<file path="src/design/lld_pkg.sv">
// lld_pkg: widths, status codes and item structs for the line-line distance block
// no dependencies; imported by every module of the block
package lld_pkg;

   localparam int COORD_W  = 16;
   localparam int DIST_W   = 17;
   localparam int CSR_W    = 32;

   localparam int DP_W     = COORD_W + 1;
   localparam int PROD_W   = 2 * COORD_W;
   localparam int N_W      = PROD_W + 1;
   localparam int AP_W     = DP_W + COORD_W;
   localparam int A_W      = AP_W + 1;
   localparam int PJP_W    = DP_W + N_W;
   localparam int PJ_W     = PJP_W + 2;
   localparam int HALF_W   = PJ_W / 2;
   localparam int DET_W    = 2 * N_W + 2;
   localparam int A2_W     = 2 * A_W + 2;
   localparam int V2_W     = PROD_W + 2;
   localparam int NUM_W    = 2 * PJ_W;
   localparam int DEN_W    = DET_W;
   localparam int QW       = 2 * DIST_W;
   localparam int QS_W     = QW + 1;

   typedef enum logic [1:0] {
      STATUS_SKEW       = 2'd0,
      STATUS_PARALLEL   = 2'd1,
      STATUS_DEGENERATE = 2'd2
   } status_type;

   typedef struct packed {
      logic signed [COORD_W-1:0] first_point_x;
      logic signed [COORD_W-1:0] first_point_y;
      logic signed [COORD_W-1:0] first_point_z;
      logic signed [COORD_W-1:0] first_dir_x;
      logic signed [COORD_W-1:0] first_dir_y;
      logic signed [COORD_W-1:0] first_dir_z;
      logic signed [COORD_W-1:0] second_point_x;
      logic signed [COORD_W-1:0] second_point_y;
      logic signed [COORD_W-1:0] second_point_z;
      logic signed [COORD_W-1:0] second_dir_x;
      logic signed [COORD_W-1:0] second_dir_y;
      logic signed [COORD_W-1:0] second_dir_z;
   } req_type;

   typedef struct packed {
      logic [DIST_W-1:0] distance;
      status_type        status;
   } rsp_type;

   typedef struct packed {
      logic [NUM_W-1:0] num;
      logic [DEN_W-1:0] den;
      status_type       status;
   } div_in_type;

   typedef struct packed {
      logic [QW-1:0] q;
      status_type    status;
   } root_in_type;

endpackage

</file>
<file path="src/design/lld_root.sv">
// lld_root: integer square root, one root bit per register stage, drives the result item
// depends on lld_pkg
module lld_root (
   input  logic                  clock,
   input  logic                  reset,
   input  logic                  in_valid,
   output logic                  in_ready,
   input  lld_pkg::root_in_type  in_data,
   output logic                  out_valid,
   input  logic                  out_ready,
   output lld_pkg::rsp_type      out_data
);
   import lld_pkg::*;

   localparam int STAGES = DIST_W;

   logic [STAGES-1:0] v_ff, v_in, en;
   logic [QW-1:0]     rem_ff [STAGES];
   logic [DIST_W-1:0] root_ff [STAGES];
   status_type        st_ff [STAGES];

   always_comb begin
      v_in = {v_ff[STAGES-2:0], in_valid};
      en[STAGES-1] = !v_ff[STAGES-1] || out_ready;
      for (int k = STAGES - 2; k >= 0; k--) begin
         en[k] = !v_ff[k] || en[k+1];
      end
   end

   assign in_ready  = en[0];
   assign out_valid = v_ff[STAGES-1];
   assign out_data.distance = (st_ff[STAGES-1] == STATUS_DEGENERATE) ? '0 : root_ff[STAGES-1];
   assign out_data.status   = st_ff[STAGES-1];

   always_ff @(posedge clock) begin
      if (reset) begin
         v_ff <= '0;
      end else begin
         v_ff <= (v_ff & ~en) | (v_in & en);
      end
   end

   for (genvar k = 0; k < STAGES; k++) begin : g_stage
      localparam int B = STAGES - 1 - k;
      logic [QW-1:0]     rem_src;
      logic [DIST_W-1:0] root_src;
      logic [QS_W-1:0]   trial;
      status_type        st_src;

      if (k == 0) begin : g_first
         assign rem_src  = in_data.q;
         assign root_src = '0;
         assign st_src   = in_data.status;
      end else begin : g_next
         assign rem_src  = rem_ff[k-1];
         assign root_src = root_ff[k-1];
         assign st_src   = st_ff[k-1];
      end

      // (r + 2^b)^2 - r^2
      assign trial = (QS_W'(root_src) << (B + 1)) | (QS_W'(1) << (2 * B));

      always_ff @(posedge clock) begin
         if (en[k]) begin
            st_ff[k] <= st_src;
            if (QS_W'(rem_src) >= trial) begin
               rem_ff[k]  <= rem_src - trial[QW-1:0];
               root_ff[k] <= root_src | (DIST_W'(1) << B);
            end else begin
               rem_ff[k]  <= rem_src;
               root_ff[k] <= root_src;
            end
         end
      end
   end

endmodule

</file>
<file path="config.mk">
export PLATFORM = sky130hd
export DESIGN_NAME = lld_root
export DESIGN_NICKNAME = d
export VERILOG_FILES = /design/src/design/lld_pkg.sv /design/src/design/lld_root.sv
export SDC_FILE = /design/constraint.sdc
export NUM_CORES = 1
export LEC_CHECK = 0
export BUFFER_PORTS_ARGS = -buffer_cell sky130_fd_sc_hd__buf_2
export CAP_MARGIN = 10
export CELL_PAD_IN_SITES_DETAIL_PLACEMENT = 0
export CELL_PAD_IN_SITES_GLOBAL_PLACEMENT = 1
export CORE_ASPECT_RATIO = 1.2
export CORE_UTILIZATION = 48
export DETAILED_ROUTE_END_ITERATION = 12
export GPL_TIMING_DRIVEN = 1
export PLACE_DENSITY = 0.83
export RECOVER_POWER = 25
export SLEW_MARGIN = 5
export SYNTH_ARGS = -nofsm -noshare
export SYNTH_HDL_FRONTEND = slang
export SYNTH_SLANG_ARGS = --single-unit
</file>
<file path="constraint.sdc">
create_clock -name clock -period 4.3 [get_ports clock]
set_clock_uncertainty 0.05 [all_clocks]
set_input_delay 0.215 -clock clock [delete_from_list [all_inputs] [get_ports clock]]
set_output_delay 0.215 -clock clock [all_outputs]
set_load 0.02 [all_outputs]
</file>
==> results.md <==
- Summing the sequential cell areas from Yosys gives 64.5% of the chip area.
- The final-report max-slew violation count is 0.
- Of the cells placed in the final design, the portion with a size suffix greater than 1 is 9.31%.
- For this run the aggregate overflow at the end of global routing stands at 0.
- The clock-pin slew on the worst setup and hold paths is 60 ps.
- Setup repair after global routing left no endpoint under its margin.
- After synthesis, the netlist uses 76 different library cells.
- In the synthesized netlist the dominant register cell turns out to be sky130_fd_sc_hd__edfxtp_1.
- The flip-flop and latch count after synthesis is 748.
- The number of routed nets with antenna violations is 0.
- The type of the most critical hold path is input port to flip-flop.
- Compared with the post-synthesis result, the final layout area differs by 12.5%.
- Entering global routing, the biggest net connects 54 pins.
- For this design, the CTS-stage hold fixing added 40 buffers.
- The leakage dissipation is 15.6 nW.
- No sink is reached through more buffers than the 3 on the longest clock path.
- The standard cell core area is 71100 um2.
- The mux share of post-synthesis cell area is 1.37%.
- The library cell used as clock root buffer is sky130_fd_sc_hd__clkbuf_16.
- The worst setup path category is flip-flop to flip-flop.
- The detailed router finished its first iteration with 1004 violations.
- The final wirelength is 73600 um.
- The all-layer global routing usage is 20.4%.
- Buffers added to address setup during post-CTS repair amount to 0.
- Synthesis produced 2627 cells.
- The launching element type of the critical path is a flip-flop.
- The area share of and/or/nand/nor cells after synthesis is 11.9%.
- Leaving out fill and tap cells, the most frequent cells in the layout are 731 x sky130_fd_sc_hd__edfxtp_1, 212 x sky130_fd_sc_hd__inv_1, 180 x sky130_fd_sc_hd__nor2_1.
- The number of remaining DRC errors is 6.
- For this run, the number of Yosys warnings is 0.
- The number of setup violations in the final report is 0.
- The checks that failed: design-rule violations.
- For the pin with the worst max-slew slack, the measured transition is 1160 ps.
- The total number of vias is 20900.
- The HPWL reported at the end of detailed placement is 55900 um.
- Before CTS, the worst setup slack after placement is 269 ps.
- The synthesized netlist devotes 5.72% of its cell area to XOR and XNOR gates.
- The average instance in the mapped netlist occupies 13.2 um2.
- The worst path meets setup with 211 ps of slack.
- The maximum fanout count along the critical path is 18.
- The floorplan die width is 247 um.
- Counting both buffers and inverters, the worst setup path holds a total of 2.
- The reported max-cap violation count is 0.
- The flow ran to the end, but the final reports show violations.
- When the netlist entered floorplanning its net count stood at 2834.
- The via-per-instance ratio is 5.54.
- The post-route clock period utilization is 95.1%.
- The level count of the clock H-tree is 3.
- The number of endpoints with negative hold slack in the final report came to 0.
- Walking the worst path, the cells encountered are or3_1 -> or3_1 -> nor2_1 -> nor4b_1 -> and3_1 -> clkinv_1 -> buf_4 -> and3_1 -> xor2_1.
- The compound-gate portion of the synthesized area is 7.59%.
- The die area is 73100 um2.
- The first-pass iteration count of the detailed router is 10.
- The synthesized netlist devotes 6.05% of its cell area to adder and majority cells.
- The maximum vdd ir drop is 503 uV.
- The antenna cell count is 0.
- Measured against its own limit, the worst slew margin works out to 22.7%.
- The worst setup path is captured at a flip-flop.
- The number of core rows is 107.
- In this run, synthesis inferred 731 flip-flops with an integrated enable.
- The later pin in the worst-skew pair is clocked with a latency of 620 ps.
- Dividing the detail-routed wire length by the instance count gives 19.5 um.
- The slowest library cell on the worst path is sky130_fd_sc_hd__nor4b_1.
- 61 I/O pins were placed.
- Summed over all failing endpoints, the final setup total negative slack is 0 ps.
- The floorplan step set the die height to 296 um.
- Once the clock tree was built, the resizer swapped 0 gates to a different size.
- The leading cell type in the layout, fill and taps excluded is sky130_fd_sc_hd__edfxtp_1.
- The via count of the first global-routing pass is 21300.
- The clock period could shrink to 4090 ps.
- The count of clock tree sinks is 748.
- In this run the cell area of the synthesized design comes to 34600 um2.
- The starting density of the core is 48.6%.
- The maximum clock rate is 245 MHz.
- The signal arrival time at the worst endpoint is 4400 ps.
- TritonCTS built the clock tree.
- The initial antenna violation count is 0.
- The delay of the slowest critical-path stage is 880 ps.
- For the worst setup path, the data required time is 4610 ps.
- The number of nets in the layout is 2997.
- The design draws 23.8 mW.
- The number of buffers inserted during clock tree synthesis is 76.
- For this design the ratio of total power to cell area is 613 nW/um2.
- The layout filler cell count is 5747.
- The post-synthesis async set-or-reset flop share is 0%.
- The count of buffers from port buffering is 60.
- Hold timing on the final database bottoms out at a slack of 264 ps.
- Among cell families on the critical path, the largest total delay comes from simple AND/OR/NAND/NOR gates.
- The wire length of the first global-routing pass is 114000 um.
- The dominant combinational cell family by area after synthesis is simple AND/OR/NAND/NOR gates.
- The congestion estimate from routability-driven global placement came to 0.915.
routing by layer:
metal	up-vias	GRT usage (%)	wire, um
li1	10100	-	-
met1	10200	19.6	25700
met2	386	41.1	42100
met3	165	2.52	1940
met4	0	11.3	3850
met5	-	0	0
synth_stat cells (5+ instances only):
master | count | area, um2
sky130_fd_sc_hd__buf_1 | 5 | 18.8
sky130_fd_sc_hd__and3_1 | 16 | 100
sky130_fd_sc_hd__nor2_1 | 180 | 676
sky130_fd_sc_hd__a21boi_0 | 6 | 45.0
sky130_fd_sc_hd__nor4bb_1 | 7 | 70.1
sky130_fd_sc_hd__or2_2 | 10 | 62.6
sky130_fd_sc_hd__a2111oi_0 | 5 | 43.8
sky130_fd_sc_hd__a21o_1 | 43 | 323
sky130_fd_sc_hd__nor4_1 | 85 | 532
sky130_fd_sc_hd__and4_1 | 5 | 43.8
sky130_fd_sc_hd__nor4b_1 | 16 | 140
sky130_fd_sc_hd__mux2i_1 | 5 | 50.1
sky130_fd_sc_hd__and2_1 | 24 | 150
sky130_fd_sc_hd__a21oi_1 | 146 | 731
sky130_fd_sc_hd__mux2_2 | 31 | 349
sky130_fd_sc_hd__ha_1 | 167 | 2090
sky130_fd_sc_hd__a31oi_1 | 7 | 43.8
sky130_fd_sc_hd__nand4b_1 | 9 | 78.8
sky130_fd_sc_hd__clkbuf_1 | 25 | 93.8
sky130_fd_sc_hd__nand4_1 | 39 | 244
sky130_fd_sc_hd__xnor2_1 | 116 | 1020
sky130_fd_sc_hd__xor2_1 | 108 | 946
sky130_fd_sc_hd__a211oi_1 | 12 | 90.1
sky130_fd_sc_hd__nand3b_1 | 8 | 60.1
sky130_fd_sc_hd__dfxtp_1 | 17 | 340
sky130_fd_sc_hd__o21a_1 | 36 | 270
sky130_fd_sc_hd__or4_1 | 19 | 143
sky130_fd_sc_hd__nand2_1 | 119 | 447
sky130_fd_sc_hd__o21ai_0 | 105 | 526
sky130_fd_sc_hd__mux2_4 | 5 | 75.1
sky130_fd_sc_hd__edfxtp_1 | 731 | 22000
sky130_fd_sc_hd__nand3_1 | 32 | 160
sky130_fd_sc_hd__nor2b_1 | 20 | 125
sky130_fd_sc_hd__buf_2 | 7 | 35.0
sky130_fd_sc_hd__or3_1 | 36 | 225
sky130_fd_sc_hd__or4b_2 | 5 | 50.1
sky130_fd_sc_hd__nand2b_1 | 36 | 225
sky130_fd_sc_hd__o31a_1 | 6 | 52.6
sky130_fd_sc_hd__nor3b_1 | 11 | 82.6
sky130_fd_sc_hd__nor3_1 | 73 | 365
sky130_fd_sc_hd__o31ai_1 | 11 | 82.6
sky130_fd_sc_hd__and4b_1 | 7 | 70.1
sky130_fd_sc_hd__inv_1 | 218 | 818
sky130_fd_sc_hd__o211ai_1 | 10 | 75.1
logic make-up (layout without fill, tap and decap cells):
logic type                 count (synthesis)  count (layout)
adders and majority gates                167             167
DFF                                      748             748
muxes                                     41              41
and+or+nand+nor                          763             763
xor gates and xnor gates                 225             225
AOI/OAI and AO/OA                        425             425
buffers and inverters                    258             476
worst register-to-register path: cells and delay by family (launching register included):
kind          cells  cell delay [ps]
flops             1              420
simple gates      6             2900
xor+xnor          1              140
buf+inv           2              350
stage by stage:
stage	std cells	utilization (%)	area (um2)
global placement	3598	50.8	36100
floorplan	2627	-	34600
global route	3771	54.7	38900
finish	3771	54.7	38900
CTS	3771	54.7	38900
detailed placement	3598	50.8	36100
registers in the layout, indices dropped and copies added, names as in the netlist, named ones only:
register / count
rem_ff: 544
root_ff: 153
st_ff: 34
worst paths after layout:
| kind | to | slack (ps) | cells past startpoint | startpoint |
|---|---|---|---|---|
| max | rem_ff[9][26]$_DFFE_PP_ | 210 | 9 | rem_ff[8][27]$_DFFE_PP_ |
| min | st_ff[0][1]$_DFFE_PN_ | 260 | 2 | in_data[1] |
| max reg2reg | rem_ff[9][26]$_DFFE_PP_ | 210 | 9 | rem_ff[8][27]$_DFFE_PP_ |
| min reg2reg | st_ff[0][19]$_DFFE_PP_ | 370 | 0 | st_ff[0][17]$_DFFE_PP_ |
final cells by class:
type	instances	area (um2)	area share (%)
Tap cell	926	1160	2.98
Sequential cell	748	22300	57.4
Timing Repair Buffer	124	881	2.27
Clock inverter	37	375	0.966
Clock buffer	96	2010	5.17
Multi-Input combinational cell	1621	11300	29.1
Inverter	219	833	2.14
power breakdown:
part           internal [mW]  total (mW)  switching [mW]  leakage (nW)
clock                   3.73        6.41            2.68          1.17
combinational           2.72        5.91            3.19          6.91
sequential              10.2        11.5            1.33          7.57
Power figures use the tool's default switching activity.
